[config.mk]
export PLATFORM = sky130hd
export DESIGN_NAME = axis_decel_ramp_top
export DESIGN_NICKNAME = d
export VERILOG_FILES = /design/src/rtl/adr_pkg.sv /design/src/rtl/axis_decel_ramp_top.sv
export SDC_FILE = /design/constraint.sdc
export NUM_CORES = 2
export LEC_CHECK = 0
export BUFFER_PORTS_ARGS = -buffer_cell sky130_fd_sc_hd__buf_2
export CORE_UTILIZATION = 65
export DETAILED_ROUTE_END_ITERATION = 6
export GPL_TIMING_DRIVEN = 0
export PLACE_DENSITY_LB_ADDON = 0.3
export SLEW_MARGIN = 20
export SYNTH_ARGS = -nofsm -noshare
export SYNTH_HDL_FRONTEND = slang
export SYNTH_SLANG_ARGS = --single-unit
[constraint.sdc]
create_clock -name clk -period 38.6 [get_ports clk]
set_input_delay 3.86 -clock clk [delete_from_list [all_inputs] [get_ports clk]]
set_output_delay 3.86 -clock clk [all_outputs]
set_load 0.02 [all_outputs]
[src/rtl/adr_pkg.sv]
package adr_pkg;

  localparam int POS_W = 32;
  localparam int AXIS_W = 4;
  localparam int AXIS_SLOTS = 1 << AXIS_W;
  localparam int LEN_W = 10;
  localparam int CNT_W = LEN_W + 1;
  localparam int BIT_CNT_W = 5;

  localparam logic [LEN_W-1:0] RAMP_PERIODS_RST = 10'd64;
  localparam logic [BIT_CNT_W-1:0] LAST_BIT = 5'(POS_W - 1);

  typedef enum logic [3:0] {
    ST_IDLE = 4'b0001,
    ST_PREP = 4'b0010,
    ST_DIV  = 4'b0100,
    ST_CALC = 4'b1000
  } state_t;

endpackage

[src/rtl/axis_decel_ramp_top.sv]
// Controlled linear stop for up to 16 position-commanded axes. One item per axis per
// servo period, the last flagged with last_in_period; each item gives exactly one result.
// An item passes accept with table read, prepare and result; a valid axis item in the first
// period of a stop ramp also passes a divide step: its step is speed / ramp_periods worked
// out by a bit-serial restoring divider that shifts the 32-bit speed magnitude through one
// quotient bit per cycle. The result sits in an output register, so the next item is taken
// while it still waits. ramp_periods = 0 acts as 1; write it only while the block is idle.
module axis_decel_ramp_top #(
  parameter int AXIS_COUNT = 16
) (
  input  logic                              clk,
  input  logic                              rst,
  input  logic                              cfg_wr_en,
  input  logic [adr_pkg::LEN_W-1:0]         cfg_wr_data,
  input  logic                              in_valid,
  output logic                              in_stall,
  input  logic                              func,
  input  logic [adr_pkg::AXIS_W-1:0]        axis,
  input  logic signed [adr_pkg::POS_W-1:0]  cmd_pos,
  input  logic                              last_in_period,
  output logic                              out_valid,
  input  logic                              out_stall,
  output logic [adr_pkg::AXIS_W-1:0]        axis_out,
  output logic signed [adr_pkg::POS_W-1:0]  new_target,
  output logic                              ramping,
  output logic                              motion_cut,
  output logic                              ramp_done
);

  localparam logic [8:0] AXIS_LIM = 9'(AXIS_COUNT);

  adr_pkg::state_t state;

  logic [adr_pkg::LEN_W-1:0] ramp_periods;
  logic [adr_pkg::CNT_W-1:0] ramp_count;
  logic                      none_moving;

  // latched beat
  logic                              func_q;
  logic [adr_pkg::AXIS_W-1:0]        axis_q;
  logic signed [adr_pkg::POS_W-1:0]  target_q;
  logic                              last_q;

  // per-axis tables, an entry without its valid bit reads as zero
  logic [adr_pkg::POS_W-1:0] start_mem [adr_pkg::AXIS_SLOTS];
  logic [adr_pkg::POS_W-1:0] cur_mem   [adr_pkg::AXIS_SLOTS];
  logic [adr_pkg::POS_W-1:0] step_mem  [adr_pkg::AXIS_SLOTS];
  logic [adr_pkg::POS_W-1:0] prev_mem  [adr_pkg::AXIS_SLOTS];
  logic [adr_pkg::AXIS_SLOTS-1:0] ramp_vld;
  logic [adr_pkg::AXIS_SLOTS-1:0] prev_vld;

  // working registers
  logic signed [adr_pkg::POS_W-1:0] start_q;
  logic signed [adr_pkg::POS_W-1:0] cur_q;
  logic signed [adr_pkg::POS_W-1:0] step_q;
  logic [adr_pkg::POS_W-1:0]        div_num;
  logic [adr_pkg::LEN_W-1:0]        div_rem;
  logic [adr_pkg::LEN_W-1:0]        len_q;
  logic [adr_pkg::BIT_CNT_W-1:0]    bit_cnt;
  logic signed [adr_pkg::POS_W-1:0] start_rd;
  logic signed [adr_pkg::POS_W-1:0] cur_rd;
  logic signed [adr_pkg::POS_W-1:0] step_rd;
  logic signed [adr_pkg::POS_W-1:0] prev_rd;

  logic                              axis_ok;
  logic                              active;
  logic [adr_pkg::LEN_W-1:0]         len;
  logic signed [adr_pkg::POS_W-1:0]  speed;
  logic [adr_pkg::POS_W-1:0]         speed_mag;
  logic [adr_pkg::LEN_W:0]           rem_sh;
  logic                              q_bit;
  logic [adr_pkg::POS_W-1:0]         quot;
  logic signed [adr_pkg::POS_W-1:0]  step_next;
  logic signed [adr_pkg::POS_W-1:0]  diff;
  logic signed [adr_pkg::POS_W-1:0]  cur_next;
  logic                              moving;
  logic                              stopped_now;
  logic [adr_pkg::CNT_W-1:0]         count_inc;
  logic [adr_pkg::CNT_W-1:0]         ramp_len2;
  logic                              out_free;

  assign in_stall = (state != adr_pkg::ST_IDLE);
  assign axis_ok = ({5'b0, axis_q} < AXIS_LIM);
  assign active = (ramp_count != '0);
  assign len = (ramp_periods == '0) ? adr_pkg::LEN_W'(1) : ramp_periods;
  assign out_free = !out_valid || !out_stall;

  assign speed = target_q - prev_rd;
  assign speed_mag = speed[adr_pkg::POS_W-1] ? (~speed + 1'b1) : speed;

  // one restoring step: bring in the next dividend bit, msb first
  assign rem_sh = {div_rem, div_num[adr_pkg::POS_W-1]};
  assign q_bit = (rem_sh >= {1'b0, len_q});
  assign quot = {div_num[adr_pkg::POS_W-2:0], q_bit};

  always_comb begin
    if (quot != '0) begin
      step_next = start_q[adr_pkg::POS_W-1] ? (~quot + 1'b1) : quot;
    end else if (start_q > 0) begin
      step_next = adr_pkg::POS_W'(1);
    end else if (start_q < 0) begin
      step_next = '1;
    end else begin
      step_next = '0;
    end
  end

  // shrink the speed, never past zero
  always_comb begin
    diff = cur_q - step_q;
    cur_next = diff;
    if (start_q > 0 && diff < 0) begin
      cur_next = '0;
    end
    if (start_q < 0 && diff > 0) begin
      cur_next = '0;
    end
  end

  assign moving = active && axis_ok && (cur_next != '0);
  assign stopped_now = none_moving && !moving;
  assign count_inc = ramp_count + 1'b1;
  assign ramp_len2 = {len, 1'b0};

  always_ff @(posedge clk) begin
    if (rst) begin
      ramp_periods <= adr_pkg::RAMP_PERIODS_RST;
    end else if (cfg_wr_en) begin
      ramp_periods <= cfg_wr_data;
    end
  end

  always_ff @(posedge clk) begin
    if (rst) begin
      out_valid <= 1'b0;
    end else if (state == adr_pkg::ST_CALC && out_free) begin
      out_valid <= 1'b1;
    end else if (!out_stall) begin
      out_valid <= 1'b0;
    end
  end

  always_ff @(posedge clk) begin
    if (rst) begin
      state <= adr_pkg::ST_IDLE;
      ramp_count <= '0;
      none_moving <= 1'b1;
      ramp_vld <= '0;
      prev_vld <= '0;
    end else begin
      case (state)
        adr_pkg::ST_IDLE: begin
          if (in_valid) begin
            func_q <= func;
            axis_q <= axis;
            target_q <= cmd_pos;
            last_q <= last_in_period;
            start_rd <= ramp_vld[axis] ? start_mem[axis] : '0;
            cur_rd <= ramp_vld[axis] ? cur_mem[axis] : '0;
            step_rd <= ramp_vld[axis] ? step_mem[axis] : '0;
            prev_rd <= prev_vld[axis] ? prev_mem[axis] : '0;
            state <= adr_pkg::ST_PREP;
          end
        end
        adr_pkg::ST_PREP: begin
          len_q <= len;
          if (ramp_count == '0 && func_q) begin
            // ramp opens at this beat, so it is a first-period beat
            ramp_count <= adr_pkg::CNT_W'(1);
            none_moving <= 1'b1;
          end
          if (axis_ok && ((ramp_count == '0 && func_q) || ramp_count == adr_pkg::CNT_W'(1)))
          begin
            start_q <= speed;
            cur_q <= speed;
            div_num <= speed_mag;
            div_rem <= '0;
            bit_cnt <= '0;
            state <= adr_pkg::ST_DIV;
          end else begin
            start_q <= start_rd;
            cur_q <= cur_rd;
            step_q <= step_rd;
            state <= adr_pkg::ST_CALC;
          end
        end
        adr_pkg::ST_DIV: begin
          div_num <= quot;
          div_rem <= q_bit ? adr_pkg::LEN_W'(rem_sh - {1'b0, len_q})
                           : adr_pkg::LEN_W'(rem_sh);
          bit_cnt <= bit_cnt + 1'b1;
          if (bit_cnt == adr_pkg::LAST_BIT) begin
            step_q <= step_next;
            start_mem[axis_q] <= start_q;
            step_mem[axis_q] <= step_next;
            ramp_vld[axis_q] <= 1'b1;
            state <= adr_pkg::ST_CALC;
          end
        end
        adr_pkg::ST_CALC: begin
          if (out_free) begin
            axis_out <= axis_q;
            motion_cut <= active && last_q && (ramp_count == adr_pkg::CNT_W'(1));
            ramp_done <= active && last_q && (count_inc >= ramp_len2 || stopped_now);
            if (active && axis_ok) begin
              cur_mem[axis_q] <= cur_next;
              new_target <= target_q + cur_next;
              ramping <= 1'b1;
            end else begin
              new_target <= target_q;
              ramping <= 1'b0;
            end
            if (!active && axis_ok) begin
              prev_mem[axis_q] <= target_q;
              prev_vld[axis_q] <= 1'b1;
            end
            if (active && last_q) begin
              none_moving <= 1'b1;
              if (count_inc >= ramp_len2 || stopped_now) begin
                ramp_count <= '0;
              end else begin
                ramp_count <= count_inc;
              end
            end else begin
              none_moving <= stopped_now;
            end
            state <= adr_pkg::ST_IDLE;
          end
        end
        default: begin
          state <= adr_pkg::ST_IDLE;
        end
      endcase
    end
  end

endmodule

# --- After elaboration in Yosys (flattened, before gate mapping) ---
# Memory sizes are Yosys's and may differ from the RTL's. A register that Yosys moved wholly into a read port is not among the register bits.
# Index checks and enable logic that the tools add are counted.
word_totals:
  mem_bits_ro: 0
  ff_bits: 289
  ram_bits: 2048
  latch_bits: 0
  n_memories: 4
  elab_cells: 159
memory_table:
  columns: ["name", "words", "word_bits", "rd", "rd_clocked_by_memory_dff", "wr", "line_no", "rtl"]
  rows:
  - ["cur_mem", 16, 32, 1, 1, 1, "axis_decel_ramp_top.sv:46", "logic [adr_pkg::POS_W-1:0] cur_mem [adr_pkg::AXIS_SLOTS];"]
  - ["prev_mem", 16, 32, 1, 1, 1, "axis_decel_ramp_top.sv:48", "logic [adr_pkg::POS_W-1:0] prev_mem [adr_pkg::AXIS_SLOTS];"]
  - ["start_mem", 16, 32, 1, 1, 1, "axis_decel_ramp_top.sv:45", "logic [adr_pkg::POS_W-1:0] start_mem [adr_pkg::AXIS_SLOTS];"]
  - ["step_mem", 16, 32, 1, 1, 1, "axis_decel_ramp_top.sv:47", "logic [adr_pkg::POS_W-1:0] step_mem [adr_pkg::AXIS_SLOTS];"]
classes:
  n_eq_ne: 15
  magnitude_cmp: 9
  muxes: 57
  n_bitwise: 6
  n_div: 0
  shift: 0
  multipliers: 0
  reduce_logical: 37
  add_sub_neg: 8
ops:
  columns: ["operator", "n"]
  rows:
  - ["$mux W32", 13]
  - ["$pmux W32 S2", 2]
  - ["$add A32 B1 Y32 const B", 2]
  - ["$gt A32 B1 Y1 const B", 2]
  - ["$lt A32 B1 Y1 const B", 2]
  - ["$not A32 Y32", 2]
  - ["$reduce_bool A32 Y1", 2]
  - ["$sub A32 B32 Y32", 2]
  - ["$mux W11", 4]
  - ["$add A32 B32 Y32", 1]
  - ["$or A16 B16 Y16", 2]
  - ["$mux W10", 3]
  - ["$mux W1", 22]
  - ["$pmux W11 S2", 1]
  - ["$pmux W10 S2", 1]
  - ["$reduce_and A3 Y1", 6]
  - ["$mux W4", 4]
  - ["$pmux W4 S4", 1]
  - ["$ne A2 B2 Y1 const B", 6]
  - ["$add A11 B1 Y11 const B", 1]
  - ["$eq A11 B1 Y1 const B", 1]
  - ["$ge A11 B10 Y1", 1]
  - ["$ge A11 B11 Y1", 1]
  - ["$logic_not A11 Y1", 1]
  - ["other kinds (25)", 49]

# --- Longest topological paths before layout ---
logic_depth:
  ltp_word: 14
  mapped_depth: 29
  ltp_nobuf: 28

# --- Worst setup path before layout ---
# No wires, ideal clock.
synth_path:
  kind: "input to register"
  from: "input rst"
  to: "register axis_q[0] in the netlist's numbering (enable)"
  t_arrival_ns: 16.303
  setup_time_ns: 0.929
  stages: 3
  path_slack_ns: 21.368
  path_cell_list: "clkbuf_1 > buf_1 > nor3b_1"
synth_via:
  elab_chain_len: 2
synth_rtl:
  columns: ["item", "line_no", "rtl"]
  rows:
  - ["from (decl)", "axis_decel_ramp_top.sv:12", "input logic rst,"]
  - ["$not A1 Y1 (no line)", null, null]
  - ["$reduce_and A3 Y1 (no line)", null, null]
  - ["to (signal assigned)", "axis_decel_ramp_top.sv:155", "axis_q <= axis;"]
  - ["to (decl)", "axis_decel_ramp_top.sv:40", "logic [adr_pkg::AXIS_W-1:0] axis_q;"]
# No other way between the ends.
# A chain may end at the register's enable or synchronous reset.

# --- Worst setup path in the final report ---
layout_path:
  from: "register step_q[22] in the netlist's numbering"
  to: "register new_target[31] in the netlist's numbering, data pin"
layout_via:
  elab_chain_len: 7
layout_rtl:
  columns: ["item", "line_no", "rtl"]
  rows:
  - ["from (decl)", "axis_decel_ramp_top.sv:55", "logic signed [adr_pkg::POS_W-1:0] step_q;"]
  - ["from (signal assigned)", "axis_decel_ramp_top.sv:183", "step_q <= step_rd;"]
  - ["from (signal assigned)", "axis_decel_ramp_top.sv:193", "step_q <= step_next;"]
  - ["$sub A32 B32 Y32 *", "axis_decel_ramp_top.sv:110", "diff = cur_q - step_q;"]
  - ["$lt A32 B1 Y1", "axis_decel_ramp_top.sv:112", "if (start_q > 0 && diff < 0) begin"]
  - ["$logic_and A1 B1 Y1", "axis_decel_ramp_top.sv:112", null]
  - ["$mux W32", "axis_decel_ramp_top.sv:112", null]
  - ["$mux W32 *", "axis_decel_ramp_top.sv:115", "if (start_q < 0 && diff > 0) begin"]
  - ["via cur_next (one bit)", "axis_decel_ramp_top.sv:75", "logic signed [adr_pkg::POS_W-1:0] cur_next;"]
  - ["$add A32 B32 Y32 *", "axis_decel_ramp_top.sv:207", "new_target <= target_q + cur_next;"]
  - ["$mux W32 *", "axis_decel_ramp_top.sv:205", "if (active && axis_ok) begin"]
  - ["to (signal assigned)", "axis_decel_ramp_top.sv:207", null]
  - ["to (signal assigned)", "axis_decel_ramp_top.sv:210", "new_target <= target_q;"]
  - ["to (decl)", "axis_decel_ramp_top.sv:24", "output logic signed [adr_pkg::POS_W-1:0] new_target,"]
# The timed path passes the listed nets; every way through them passes the cells marked *.

==> run metrics <==
CTS Hold Bufs=0; largest family of logic cells by synthesized area=multiplexers; Initial Utilization=0.6573; Max Clock Skew=0.06620 ns; Reg clk slew, reported paths=0.07 ns; IO Port Bufs=93; Residual DRC=3; Num CTS Buffers=229; ratio of cells with drive above 1 in the final layout=0.2444; area delta synth->final=14.60%; Final HPWL DP=201600 um; Die ar.=157900 sq um; Power Density=49.40 nW/um^2; WL per Instance=39.00 um; Post-synth ARST share=0; Distinct cells, synth=101; Main synth FF type=edfxtp_1; CTS Root Cell=clkbuf_16; Max Cap Viol=0; Max IR drop VDD=0.00004758 V; Die H=397.4 um; Mapped Area=101600 sq um; TritonRoute pass-1 iters=7; Post-Synth Simple-Gate Area=0.04784; CP Launch Point=step_q[22]; Max transition margin=0.1190; Post-Syn Instances=5425; CP Data Required Time=39.18 ns; initial antenna violation count=20; setup slack, reg-to-reg=28.67 ns; H-tree Lvls=4; final worst setup slack=28.67 ns; vias in the first global route=59760; Syn Area/Cell=18.73 sq um; Post-CTS Setup Bufs=0; GR Util All Layers=0.4085; Post-Synth XOR/XNOR Area=0.01215; dpl ws=29.13 ns; pin count of the biggest net entering global routing=24; violated checks=DRC; Final Hold Viols=0; R2R Path End=new_target[31]; mux contribution to synthesized area=0.1465; routed vias=59960; Setup Viol. Count Final=0; sequential area share after synthesis=0.7227; Std-Cell Rows=144; fin nets=6085; WP data arrival=10.51 ns; final weighted congestion in routability-driven placement=0.9967; Slew @ Worst Pin=1.322 ns; period utilisation layout=0.2574; Synth Warn #=0; Tmin final=9.935 ns; EDFF count, synth=2406; post-synthesis compound-gate area fraction=0.03891; worst-path fanout max=17; Setup Crit Path Kind=reg -> reg; Final Max Tran Viols=0; DR iter-0 viols=10580; commonest cells after routing, fill and taps aside=edfxtp_1 (2406), mux4_2 (641), nand2_1 (286), clkbuf_16 (229), clkbuf_1 (206); CTS resizes=0; static leakage=0.03801 uW; Skew-Pair Late Insertion Delay=0.91 ns; CTS tree=yes; clock sink total=2465; r2r startpoint=step_q[22]; adder-cell share of the synthesized area=0.01556; antenna-violating nets left=0; critical path endpoint category=register; Max Fclk=100.7 MHz; critical path launch point type=register; Ports=94; grt total ovfl=0; Die Width=397.4 um; status=finished with violations; Longest Clk Path Bufs=3; worst setup path end=new_target[31]; #FFs+latches synth=2465; R2R depth=27; vias per cell=7.340; RSZ-0062 raised after global routing=no; Mapped Nets=5602; commonest non-fill, non-tap cell in the layout=edfxtp_1; hold_sp=prev_vld[14]; first-pass GRT wire length=442500 um; worst hold-check path type=reg -> reg; Routed WL=318500 um; Final TNS setup=0 ns; Core Box Area=154600 sq um
## synthesized netlist by cell type, drive strengths merged (56+ instances only)
cell type | number | area (sq um)
o21ai | 154 | 770.7
ha | 120 | 1501
nor2 | 243 | 932.1
nor2b | 144 | 900.9
xor2 | 58 | 508.0
dfxtp | 59 | 1181
clkbuf | 220 | 827.0
edfxtp | 2406 | 72250
mux4 | 641 | 14440
a21oi | 138 | 690.7
nand2 | 286 | 1074
xnor2 | 83 | 727.0
buf | 56 | 250.2
inv | 155 | 581.8
## per-stage QoR
| stage | std cells | util | total power (uW) | hold slack [ns] | cell area [sq um] |
|---|---|---|---|---|---|
| 3_3_place_gp | 7562 | 0.6768 | 3401 | 0.4270 | 104600 |
| 2_1_floorplan | 5425 | - | 3260 | 0.4211 | 101600 |
| 3_5_place_dp | 7720 | 0.7012 | 3411 | 0.4352 | 108400 |
| 5_1_grt | 8157 | 0.7531 | 5845 | 0.4699 | 116400 |
| 4_1_cts | 8152 | 0.7518 | 5731 | 0.4507 | 116200 |
| 6_report | 8168 | 0.7532 | 5752 | 0.4505 | 116400 |
## sequential cells by signal (all words and copies together) (netlist names), 512 cells and up
| signal | flops |
|---|---|
| cur_mem | 512 |
| prev_mem | 512 |
| start_mem | 512 |
| step_mem | 512 |
## routing by layer
| metal | wire length, um | GRT usage |
|---|---|---|
| met5 | 224 | 0.005751 |
| met4 | 22330 | 0.2357 |
| met3 | 44570 | 0.1187 |
| met2 | 147400 | 0.6262 |
| met1 | 104000 | 0.5277 |
## worst min-delay path by stage
| stage | to | cells past startpoint |
|---|---|---|
| global placement | prev_vld[14] | 1 |
| finish | prev_vld[14] | 1 |
| CTS | prev_vld[14] | 1 |
| detailed placement | prev_vld[14] | 1 |
| global route | prev_vld[2] | 1 |
| floorplan | prev_vld[14] | 1 |
## layout make-up
type,count,area (sq um)
flip-flops and latches,2465,73430
multi-input cells,2529,27170
well taps,2044,2557
repair buffers,252,3676
clock buffers,265,5886
clock inverters,167,1934
plain buffers,276,1167
diodes,15,37.54
inverters,155,581.8
fillers,8144,38150
## where the power goes
part	switching [uW]	internal, uW
sequential	29.2	2950
combinational	259	146
clock	1060	1310
total	1350	4410
## worst max-delay path, cell delays in order (launching register included)
cell      delay [ns]
edfxtp_1        0.40
inv_1           0.13
ha_1            0.23
clkbuf_1        0.21
a21oi_1         0.31
o21ai_0         0.19
a221oi_1        0.33
o21ai_1         0.14
o41ai_1         0.70
xor2_1          0.42
o21ai_1         0.22
and3b_1         0.21
and3_1          0.18
o22ai_1         0.74
clkbuf_1        0.83
nor2_2          0.43
ha_1            0.39
or4_1           0.52
o211a_1         0.17
a211oi_1        0.25
nor3_1          0.13
nand3_1         0.13
o31ai_1         0.12
o41a_1          0.36
a41o_1          0.27
o41ai_2         0.65
mux2i_1         0.32
xnor2_1         0.66
## logic make-up after synthesis
family / Yosys count
AO/OA/AOI/OAI: 602
flip-flops: 2465
adder cells (fa/ha/maj): 124
XOR/XNOR: 141
multiplexers: 684
AND/OR/NAND/NOR: 978
buffers and inverters: 431
Note: power is estimated with default switching activity, not from simulation.
